===== config.mk =====
export PLATFORM = sky130hd
export DESIGN_NAME = lkpw_ctrl
export DESIGN_NICKNAME = d
export VERILOG_FILES = /design/src/sv/lkpw_pkg.sv /design/src/sv/lkpw_ctrl.sv
export SDC_FILE = /design/constraint.sdc
export NUM_CORES = 1
export LEC_CHECK = 0
export ABC_AREA = 1
export BUFFER_PORTS_ARGS = -buffer_cell sky130_fd_sc_hd__buf_2
export CORE_ASPECT_RATIO = 0.75
export CORE_MARGIN = 2
export CORE_UTILIZATION = 45
export CTS_CLUSTER_SIZE = 20
export DETAILED_ROUTE_END_ITERATION = 8
export HOLD_SLACK_MARGIN = 0.05
export PLACE_DENSITY_LB_ADDON = 0.12
export SYNTH_ARGS = -nofsm -noshare
export SYNTH_HDL_FRONTEND = slang
export SYNTH_SLANG_ARGS = --single-unit

===== constraint.sdc =====
create_clock -name clk -period 20.4 [get_ports clk]
set_clock_uncertainty 0.1 [all_clocks]
set_input_delay 2.04 -clock clk [delete_from_list [all_inputs] [get_ports clk]]
set_output_delay 2.04 -clock clk [all_outputs]
set_load 0.05 [all_outputs]

===== src/sv/lkpw_pkg.sv =====
`timescale 1ns / 1ps

package lkpw_pkg;

  localparam int unsigned DATA_W = 32;
  localparam int unsigned LEN_IN_W = 7;

  localparam logic ACT_ADD   = 1'b0;
  localparam logic ACT_QUERY = 1'b1;

  typedef enum logic [1:0] {
    CELL_HOLD,
    CELL_SHIFT,
    CELL_ROTATE
  } cell_op_t;

  typedef enum logic [1:0] {
    ST_IDLE,
    ST_RUN,
    ST_WAIT
  } state_t;

endpackage


===== src/sv/lkpw_ctrl.sv =====
`timescale 1ns / 1ps

module lkpw_ctrl
  import lkpw_pkg::*;
#(
  parameter int unsigned WINDOW = 64
) (
  input  logic                     clk,
  input  logic                     rst_n,
  input  logic                     in_valid,
  output logic                     in_stall,
  input  logic                     in_action,
  input  logic [LEN_IN_W-1:0]      in_window_len,
  input  logic [DATA_W-1:0]        head_value,
  output cell_op_t                 cell_op,
  output logic                     out_valid,
  input  logic                     out_stall,
  output logic signed [DATA_W-1:0] out_product
);

  localparam int unsigned CNT_W   = (WINDOW > 1) ? $clog2(WINDOW) : 1;
  localparam int unsigned COUNT_W = $clog2(WINDOW + 1);
  localparam int unsigned LEN_W   = (COUNT_W > LEN_IN_W) ? COUNT_W : LEN_IN_W;

  state_t              state_r, state_nxt;
  logic [CNT_W-1:0]    step_r, step_nxt;
  logic [COUNT_W-1:0]  count_r, count_nxt;
  logic [LEN_W-1:0]    len_r, len_nxt;
  logic [DATA_W-1:0]   acc_r, acc_nxt;
  logic                out_valid_r, out_valid_nxt;
  logic [DATA_W-1:0]   out_product_r, out_product_nxt;
  logic [DATA_W-1:0]   prod_full;
  logic [LEN_W-1:0]    k_ext;
  logic [LEN_W-1:0]    count_ext;

  assign prod_full = acc_r * head_value;
  assign k_ext     = LEN_W'(in_window_len);
  assign count_ext = LEN_W'(count_r);

  always_comb begin
    state_nxt       = state_r;
    step_nxt        = step_r;
    count_nxt       = count_r;
    len_nxt         = len_r;
    acc_nxt         = acc_r;
    cell_op         = CELL_HOLD;
    out_valid_nxt   = out_valid_r && out_stall;
    out_product_nxt = out_product_r;
    case (state_r)
      ST_IDLE: begin
        if (in_valid) begin
          if (in_action == ACT_QUERY) begin
            len_nxt   = (k_ext < count_ext) ? k_ext : count_ext;
            acc_nxt   = DATA_W'(1);
            step_nxt  = '0;
            state_nxt = ST_RUN;
          end else begin
            cell_op = CELL_SHIFT;
            if (count_r != COUNT_W'(WINDOW)) begin
              count_nxt = count_r + COUNT_W'(1);
            end
          end
        end
      end
      ST_RUN: begin
        cell_op = CELL_ROTATE;
        if (LEN_W'(step_r) < len_r) begin
          acc_nxt = prod_full;
        end
        step_nxt = step_r + CNT_W'(1);
        if (step_r == CNT_W'(WINDOW - 1)) begin
          state_nxt = ST_WAIT;
        end
      end
      ST_WAIT: begin
        if (!out_valid_r || !out_stall) begin
          out_valid_nxt   = 1'b1;
          out_product_nxt = acc_r;
          state_nxt       = ST_IDLE;
        end
      end
      default: begin
        state_nxt = ST_IDLE;
      end
    endcase
  end

  always_ff @(posedge clk) begin
    if (!rst_n) begin
      state_r     <= ST_IDLE;
      count_r     <= '0;
      out_valid_r <= 1'b0;
    end else begin
      state_r     <= state_nxt;
      count_r     <= count_nxt;
      out_valid_r <= out_valid_nxt;
    end
  end

  always_ff @(posedge clk) begin
    step_r        <= step_nxt;
    len_r         <= len_nxt;
    acc_r         <= acc_nxt;
    out_product_r <= out_product_nxt;
  end

  assign in_stall    = (state_r != ST_IDLE);
  assign out_valid   = out_valid_r;
  assign out_product = $signed(out_product_r);

endmodule


==> results.md <==
- First DRT Iteration DRCs: 1,101
- Top-count cell post-synth: inv_1
- Antenna fix cells: 0
- Yosys warns: 0
- Critical Path RT: 20.43 ns
- Vias in the first global route: 15,887
- Global Route Usage Sum: 0.248
- Crit path buffers/inverters: 7
- Cell Area, Synth: 20,100 um^2
- Hold Vio Cnt, Final: 0
- Via Count: 15,361
- Die Y: 187 um
- Crit Path Class: in2reg
- Worst setup margin: 11.78 ns
- Top-area cell type share of the netlist area: 0.407
- CP top delay family: adder cells
- DP Wirelength: 43.0 mm
- First-pass GRT wire length: 87.7 mm
- Hold WC Path Type: reg2reg
- Critical path's slowest cell: fa_1
- Crit. End Element: flop
- Finish-stage setup viols: 0
- Rows: 66
- Initial antenna violation count: 0
- Hold-fix buffers, CTS: 0
- Resize count post-CTS: 0
- Asr flop ratio synth: 0
- CTS clk-pin slew, worst paths: 0.08 ns
- Total clock buffers created by CTS: 9
- Worst path arrival time: 8.65 ns
- Syn nets: 3,118
- Clk_lat worst skew: 0.37 ns
- Fin crit period: 8.62 ns
- Initial Util: 0.460
- WL final: 54.6 mm
- Routability cong.: 0.881
- PortBufs: 79
- DIE AREA: 46,300 um^2
- Netlist cell types: 39
- TNS Setup: 0 ns
- DRT met1 WL: 26.3 mm
- Setup crit start kind: primary input
- Share of cells above drive strength 1: 0.0490
- Synth cell count leaders: inv_1 (800), nand2_1 (687), fa_1 (408)
- Cells after Synth: 2,529
- Layout area overhead: 5.50%
- Sequential-to-total area share from yosys stat: 0.125
- Post-CTS Setup Inserts: 0
- Residual DRC: 0
- Max_cap viols: 0
- CP most frequent cell: fa_1
- Synth area leader: fa_1
- H-tree Lvls: 3
- Worst path max stage delay: 0.58 ns
- Worst slew pin tran: 0.986 ns
- Via density: 4.94
- CTS Sinks: 87
- Max Clock Freq: 0.116 GHz
- Fin nets: 3,117
- Dpl ws: 11.44 ns
- Synth top area cells: fa_1 (41%), inv_1 (15%), nand2_1 (13%), edfxtp_1 (12%), ha_1 (8.5%)
- Period utilization: 0.422
- CTS tree: built
- Main synth FF type: edfxtp_1
- Status: complete, no violations
- Total core area: 43,700 um^2
- Initial DRT Pass Iterations: 5
- Overflow after GRT: 0
- RSZ-0062 raised after global routing: false
- Root Driver: clkbuf_16
- Number of synthesized flops with an enable pin: 77
- Slew margin rel.: 0.342
- Met2 WL: 23.4 mm
- Met3 routed WL: 3.76 mm
- Utilization after layout: 0.485
- Floorplan die width: 248 um
- Max clock buf depth: 2
- Seq cells post-synth: 87
- Pins Over Slew Limit: 0
- Largest net degree at the start of global routing: 34
- Routed len/inst: 17.5 um
- Top sig layer: met4
- ANT nets after route: 0
- Average cell area after synthesis: 7.94 um^2
- Largest fanout of any net on the critical path: 24
- # IOs: 80
==> layout by cell type (no fill, tap or decap), types with 9 or more instances in the layout <==
| cell type | n |
|---|---|
| o21ai_0 | 36 |
| edfxtp_1 | 77 |
| a21oi_1 | 76 |
| fa_1 | 408 |
| xnor2_1 | 11 |
| inv_1 | 800 |
| buf_4 | 17 |
| nand2_1 | 687 |
| ha_1 | 137 |
| dfxtp_1 | 10 |
| clkbuf_16 | 9 |
| nand4_1 | 9 |
| buf_2 | 79 |
| nor2_1 | 61 |
| nand3_1 | 34 |
| nor3_1 | 11 |
| xor2_1 | 12 |
==> worst reg2reg max path: stages (launching register included) <==
cell,delay (ns)
edfxtp_1,0.71
buf_4,0.43
nand2_1,0.15
fa_1,0.42
inv_1,0.08
fa_1,0.43
fa_1,0.53
inv_1,0.05
fa_1,0.47
inv_1,0.05
fa_1,0.51
inv_1,0.06
fa_1,0.53
inv_1,0.05
fa_1,0.50
fa_1,0.46
ha_1,0.42
nand4_1,0.15
nor3_1,0.30
nand4_1,0.14
nand3_1,0.16
a21o_1,0.16
a21oi_1,0.07
inv_1,0.07
o21ai_1,0.06
a21oi_1,0.15
==> flip-flops by register name, summed over array words and instances (netlist names) <==
signal,count
acc_r,32
out_product,32
count_ext,7
len_r,7
step_r,6
state_r,2
out_valid,1
==> path summary, 6_finish.rpt <==
path / start / end / slack [ns] / cells past startpoint
worst max-delay path: head_value[8] / acc_r[29]$_SDFFCE_PN0P_ / 11.78 / 25
worst min-delay path: acc_r[5]$_SDFFCE_PN0P_ / out_product[5]$_DFFE_PP_ / 0.39 / 0
worst max register to register: acc_r[8]$_SDFFCE_PN0P_ / acc_r[26]$_SDFFCE_PN0P_ / 13.05 / 25
worst min register to register: acc_r[5]$_SDFFCE_PN0P_ / out_product[5]$_DFFE_PP_ / 0.39 / 0
==> cells by family (layout without fill, tap and decap cells) <==
group | after synthesis | in the layout | synth area share
XOR/XNOR | 23 | 23 | 0.0100
AND/OR/NAND/NOR | 819 | 819 | 0.160
adder cells (fa/ha/maj) | 545 | 545 | 0.492
buffers and inverters | 911 | 915 | 0.173
AO/OA/AOI/OAI | 144 | 144 | 0.0400
flip-flops | 87 | 87 | 0.125
==> area by class of cell <==
type,count,area (um^2)
tap,578,723
inverter,803,3010
multi-input combinational,1531,14100
timing repair buffer,96,523
sequential,87,2510
clock buffer,9,225
fill,4299,22500
clock inverter,7,81.3
==> stage by stage <==
stage | area [um^2] | cells | hold WS (ns)
floorplan | 20100 | 2529 | 0.321
global placement | 20900 | 3095 | 0.383
detailed placement | 20900 | 3095 | 0.381
CTS | 21200 | 3111 | 0.399
global route | 21200 | 3111 | 0.397
finish | 21200 | 3111 | 0.388
==> per-layer routing <==
metal | GRT usage | vias up
met5 | 0 | -
met4 | 0.0546 | 0
met3 | 0.0327 | 49
met2 | 0.365 | 465
met1 | 0.388 | 7695
li1 | - | 7152
Power is not shown: default switching activity piles up to over one toggle a cycle in this logic, so the estimate is an artifact.
