File: config.mk
export PLATFORM = sky130hd
export DESIGN_NAME = lkpw_cell
export DESIGN_NICKNAME = d
export VERILOG_FILES = /design/src/sv/lkpw_pkg.sv /design/src/sv/lkpw_cell.sv
export SDC_FILE = /design/constraint.sdc
export NUM_CORES = 1
export LEC_CHECK = 0
export BUFFER_PORTS_ARGS = -buffer_cell sky130_fd_sc_hd__buf_2
export CORE_MARGIN = 5
export CORE_UTILIZATION = 33
export CTS_BUF_LIST = sky130_fd_sc_hd__clkbuf_8
export CTS_CLUSTER_SIZE = 10
export DETAILED_ROUTE_END_ITERATION = 7
export HOLD_SLACK_MARGIN = 0.03
export MAX_ROUTING_LAYER = met4
export PLACE_DENSITY_LB_ADDON = 0.08
export SYNTH_ARGS = -nofsm -noshare
export SYNTH_HDL_FRONTEND = slang
export SYNTH_SLANG_ARGS = --single-unit
File: constraint.sdc
create_clock -name clk -period 1.3 [get_ports clk]
set_input_delay 0.13 -clock clk [delete_from_list [all_inputs] [get_ports clk]]
set_output_delay 0.13 -clock clk [all_outputs]
set_load 0.1 [all_outputs]
File: src/sv/lkpw_pkg.sv
`timescale 1ns / 1ps

package lkpw_pkg;

  localparam int unsigned DATA_W = 32;
  localparam int unsigned LEN_IN_W = 7;

  localparam logic ACT_ADD   = 1'b0;
  localparam logic ACT_QUERY = 1'b1;

  typedef enum logic [1:0] {
    CELL_HOLD,
    CELL_SHIFT,
    CELL_ROTATE
  } cell_op_t;

  typedef enum logic [1:0] {
    ST_IDLE,
    ST_RUN,
    ST_WAIT
  } state_t;

endpackage

File: src/sv/lkpw_cell.sv
`timescale 1ns / 1ps

module lkpw_cell
  import lkpw_pkg::*;
(
  input  logic              clk,
  input  cell_op_t          op,
  input  logic [DATA_W-1:0] shift_in,
  input  logic [DATA_W-1:0] rotate_in,
  output logic [DATA_W-1:0] value_out
);

  logic [DATA_W-1:0] value_r;
  logic [DATA_W-1:0] value_nxt;

  always_comb begin
    case (op)
      CELL_SHIFT:  value_nxt = shift_in;
      CELL_ROTATE: value_nxt = rotate_in;
      default:     value_nxt = value_r;
    endcase
  end

  always_ff @(posedge clk) begin
    value_r <= value_nxt;
  end

  assign value_out = value_r;

endmodule

==> results of run 1 <==
-- through the flow --
step | cell area (µm²) | worst slack (ps) | setup TNS, ps | util
floorplan | 1529 | 18.02 | 0 | -
global placement | 2096 | 5.397 | 0 | 0.4748
detailed placement | 2096 | -35.55 | -484.6 | 0.4748
CTS | 2173 | 115.5 | 0 | 0.4923
global route | 2173 | 79.79 | 0 | 0.4923
finish | 2173 | 137.1 | 0 | 0.4923
-- final timing paths --
check                 slack (ps)                    start  cells past startpoint                      end
worst max-delay path         140  value_out[25]$_DFFE_PP_                      1            value_out[25]
worst min-delay path         150             shift_in[11]                      2  value_out[11]$_DFFE_PP_
-- power by group --
part	switching [mW]	internal (mW)	total, mW
Sequential	0.0317	1.31	1.34
Clock	0.314	0.355	0.668
Combinational	1.24	0.315	1.56
-- cells by family (layout without fill, tap and decap cells) --
| family | count (synthesis) | count (layout) | share of synthesized area |
|---|---|---|---|
| DFF | 32 | 32 | 0.6300 |
| buffers and inverters | 6 | 111 | 0.05168 |
| muxes | 32 | 32 | 0.3101 |
| adders and majority gates | 1 | 1 | 0.008202 |
-- metal layers --
layer  vias up  wire, µm  GRT usage
met5         -         0          -
met4         0        34    0.03547
met3         6       405    0.05440
met2        60      1809     0.1953
met1       472      1156     0.1184
li1        483         -          -
-- area by class of cell --
cell class,count,share of cell area
Clock buffer,5,0.03166
Clock inverter,2,0.004030
Inverter,2,0.005181
Multi-Input combinational cell,33,0.2245
Timing Repair Buffer,102,0.2625
Tap cell,52,0.02994
Sequential cell,32,0.4421
-- placed cells by master (no fill, tap or decap), drive strengths merged --
cell type and count:
buf 102, clkbuf 5, ha 1, clkinv 1, mux2 32, edfxtp 32
inv 2, clkinvlp 1
==> reports/results.ini, run 1 <==
[outcome]
status = completed

[setup_path]
cp.buffers_inverters = 1
arrival_ps = 1030
cpLargestDelayFamily = buffers and inverters
cpMaxStageDelayCell = buf_2
crit_type = reg -> out
critPathCaptureType = primary output
path_cells = buf_2
crit_path_max_fanout = 1
max_stage_delay_ps = 420
cp-start-kind = flop
worstPathRequired_ps = 1170

[timing]
period_share = 0.8945
finalHoldViolCount = 0
finalCriticalPeriod_ps = 1163
fin_hold_ws_ps = 153.5
fmax_ghz = 0.8599
finalSetupViolCount = 0
worst_pin_slew_ps = 506.4
max_slew_margin = 0.6647
drv_slew = 0
rsz0062_at_grt = false

[synthesis]
synth_edf_count = 32
synth_seq_cells = 32
synth_flop_cell = edfxtp_1
synth_top_cell_by_area = edfxtp_1
syn-instance-count = 71
synthArstFlopShare = 0
ys_seq_area_frac = 0.6300
synth.cell_area_mm2 = 0.001525
synthMostInstantiatedCell = edfxtp_1
avgSynthCellArea_um2 = 21.48
synth_top_area_share = 0.6300
synth_cell_types = 7
synthTopCellsByCount = edfxtp_1 (32), mux2_4 (30), buf_12 (3)
synth_nets = 139
yosysWarnings = 0
synth_area_leaders = edfxtp_1 (63%), mux2_4 (30%), buf_12 (3.9%), mux2_2 (1.5%), ha_1 (0.82%)

[cts]
post_cts_buffers = 0
root_buffer = clkbuf_8
cts_hold_buf = 0
cts_sinks = 32
cts_inserted_buffers = 5
htree_levels = 2
clockBufferDepth = 2
cts_tree = built
clkSlewWorstSetupHoldPaths_ps = 60
cts_resized = 0

[floorplanning]
rows = 24
die_y_um = 77.99
core_area_mm2 = 0.004414
die_w_um = 77.99
initial_core_util = 0.3455
die-area_mm2 = 0.006082
ios = 99

[global_route]
grt.overflow.total = 0
grt_pass1_vias = 1107
grt_pass1_wl_um = 5188
grt_max_degree = 18
antenna_found_initial = 0
grt_usage = 0.1154

[detailed_routing]
route.detailed.drc = 0
initialDrtViolationCount = 33
drt-total-wl_um = 3406
vias = 1021
vias_per_cell = 4.478
drtPass1Iterations = 4
detail-route-antenna-nets = 0
wl_per_cell_um = 14.94

[layout]
regArea_um2 = 960.9
largest_reg_flops = 32
layoutNonFillerInstCount = 228
final_nets = 244
nFillCells = 402
syn_to_final_growth_pct = 42.49
drive_gt1_frac = 0.8068
multiInputGateArea_um2 = 488.0
num_antenna_cells = 0

[place]
hpwlAfterDp_um = 2810
place_congestion = 0.6367
port_buffers = 98
dp_cells = 221

[flow_run]
drv_cap = 0

[pwr]
fin_total_pwr_mw = 3.571
power.density_mw_per_mm2 = 1643
power_leakage_nw = 1.024
vdd_ir_drop_max_mv = 0.5670

[hold_path]
hold_path.class = in -> reg

Note: power is estimated with default switching activity, not from simulation.
==> run 2, diff against run 1 <==
CORE_MARGIN = 3   (was 5)
==> reports/results.ini, run 2 (same netlist as run 1, synthesis figures left out) <==
[outcome]
status = completed

[pwr]
p_int_mw = 1.982
power_leakage_nw = 1.024
sw_frac_of_total = 0.4460
p_comb_frac = 0.435
sequentialPowerShare = 0.375
power.density_mw_per_mm2 = 1646
vdd_ir_drop_max_mv = 0.7173
p_clk_frac = 0.190
switching_power_mw = 1.595

[layout]
final_nets = 244
layoutNonFillerInstCount = 228
num_antenna_cells = 0
final_common_cell = buf_2
nFillCells = 426
largest_reg_flops = 32
multiInputGateArea_um2 = 488.0
regArea_um2 = 960.9
design_area_mm2 = 0.002173
layout_common_cells = buf_2 (98), edfxtp_1 (32), mux2_4 (30)
drive_gt1_frac = 0.8068
syn_to_final_growth_pct = 42.49
fin_util = 0.4923

[place]
placed_cell_area_mm2 = 0.002096
pre_cts_ws_ps = -24.42
dp_cells = 221
place_congestion = 0.6598
port_buffers = 98

[detailed_routing]
detail-route-antenna-nets = 0
vias = 982
wl_per_cell_um = 14.19
drtPass1Iterations = 2
route.detailed.drc = 0
drt-total-wl_um = 3235
vias_per_cell = 4.307
initialDrtViolationCount = 50

[setup_path]
critPathCaptureType = primary output
crit_type = reg -> out
max_stage_delay_ps = 430
cp.buffers_inverters = 1
crit_path_max_fanout = 1
arrival_ps = 1030
path_cells = buf_2
cpMaxStageDelayCell = buf_2
worstPathRequired_ps = 1170
cpLargestDelayFamily = buffers and inverters
cp-start-kind = flop

[cts]
cts_resized = 0
root_buffer = clkbuf_8
cts_inserted_buffers = 5
htree_levels = 2
post_cts_buffers = 0
clkSlewWorstSetupHoldPaths_ps = 60
cts_tree = built
clockBufferDepth = 2
cts_hold_buf = 0
cts_sinks = 32

[floorplanning]
core_area_mm2 = 0.004414
ios = 99
rows = 24
die_w_um = 73.99
die-area_mm2 = 0.005474
initial_core_util = 0.3455
die_y_um = 73.99

[global_route]
grt_pass1_wl_um = 4678
antenna_found_initial = 0
grt_pass1_vias = 1016
grt_max_degree = 17
grt.overflow.total = 0
grt_usage = 0.1214

[timing]
finalCriticalPeriod_ps = 1161
drv_slew = 0
fmax_ghz = 0.8614
finalHoldViolCount = 0
max_slew_margin = 0.6672
fin_ws_ps = 139.1
finalSetupViolCount = 0
worst_pin_slew_ps = 502.7
period_share = 0.8930
rsz0062_at_grt = false
finalSetupTns_ps = 0

[flow_run]
drv_cap = 0

[hold_path]
hold_path.class = in -> reg

==> run 2: routing by layer <==
metal / vias up / wire (µm) / global-route usage
met2: 55 / 1681 / 0.2057
li1: 482 / - / -
met5: - / 0 / -
met3: 6 / 352 / 0.04189
met1: 439 / 1151 / 0.1271
met4: 0 / 50 / 0.05433
==> run 2: worst paths after layout <==
check                                   start                       to  slack [ps]  cells past startpoint
worst max-delay path  value_out[25]$_DFFE_PP_            value_out[25]         140                      1
worst min-delay path            rotate_in[15]  value_out[15]$_DFFE_PP_         150                      2
==> run 2: power groups by stage <==
stage / sequential (mW) / clock, mW / combinational (mW)
floorplan: 2.45 / 0 / 0.204
global placement: 1.36 / 0 / 1.55
detailed placement: 1.37 / 0 / 1.56
CTS: 1.35 / 0.719 / 1.57
global route: 1.36 / 0.757 / 1.60
finish: 1.34 / 0.681 / 1.55
==> run 2: cell type report <==
| class | instances | area share |
|---|---|---|
| Clock inverter | 2 | 0.004030 |
| Inverter | 2 | 0.005181 |
| Clock buffer | 5 | 0.03166 |
| Tap cell | 52 | 0.02994 |
| Multi-Input combinational cell | 33 | 0.2245 |
| Timing Repair Buffer | 102 | 0.2625 |
| Sequential cell | 32 | 0.4421 |
==> run 2: metrics by stage <==
step	total power [mW]	hold WS, ps
floorplan	2.651	347.5
global placement	2.913	429.4
detailed placement	2.930	432.9
CTS	3.631	139.3
global route	3.715	136.7
finish	3.577	154.5
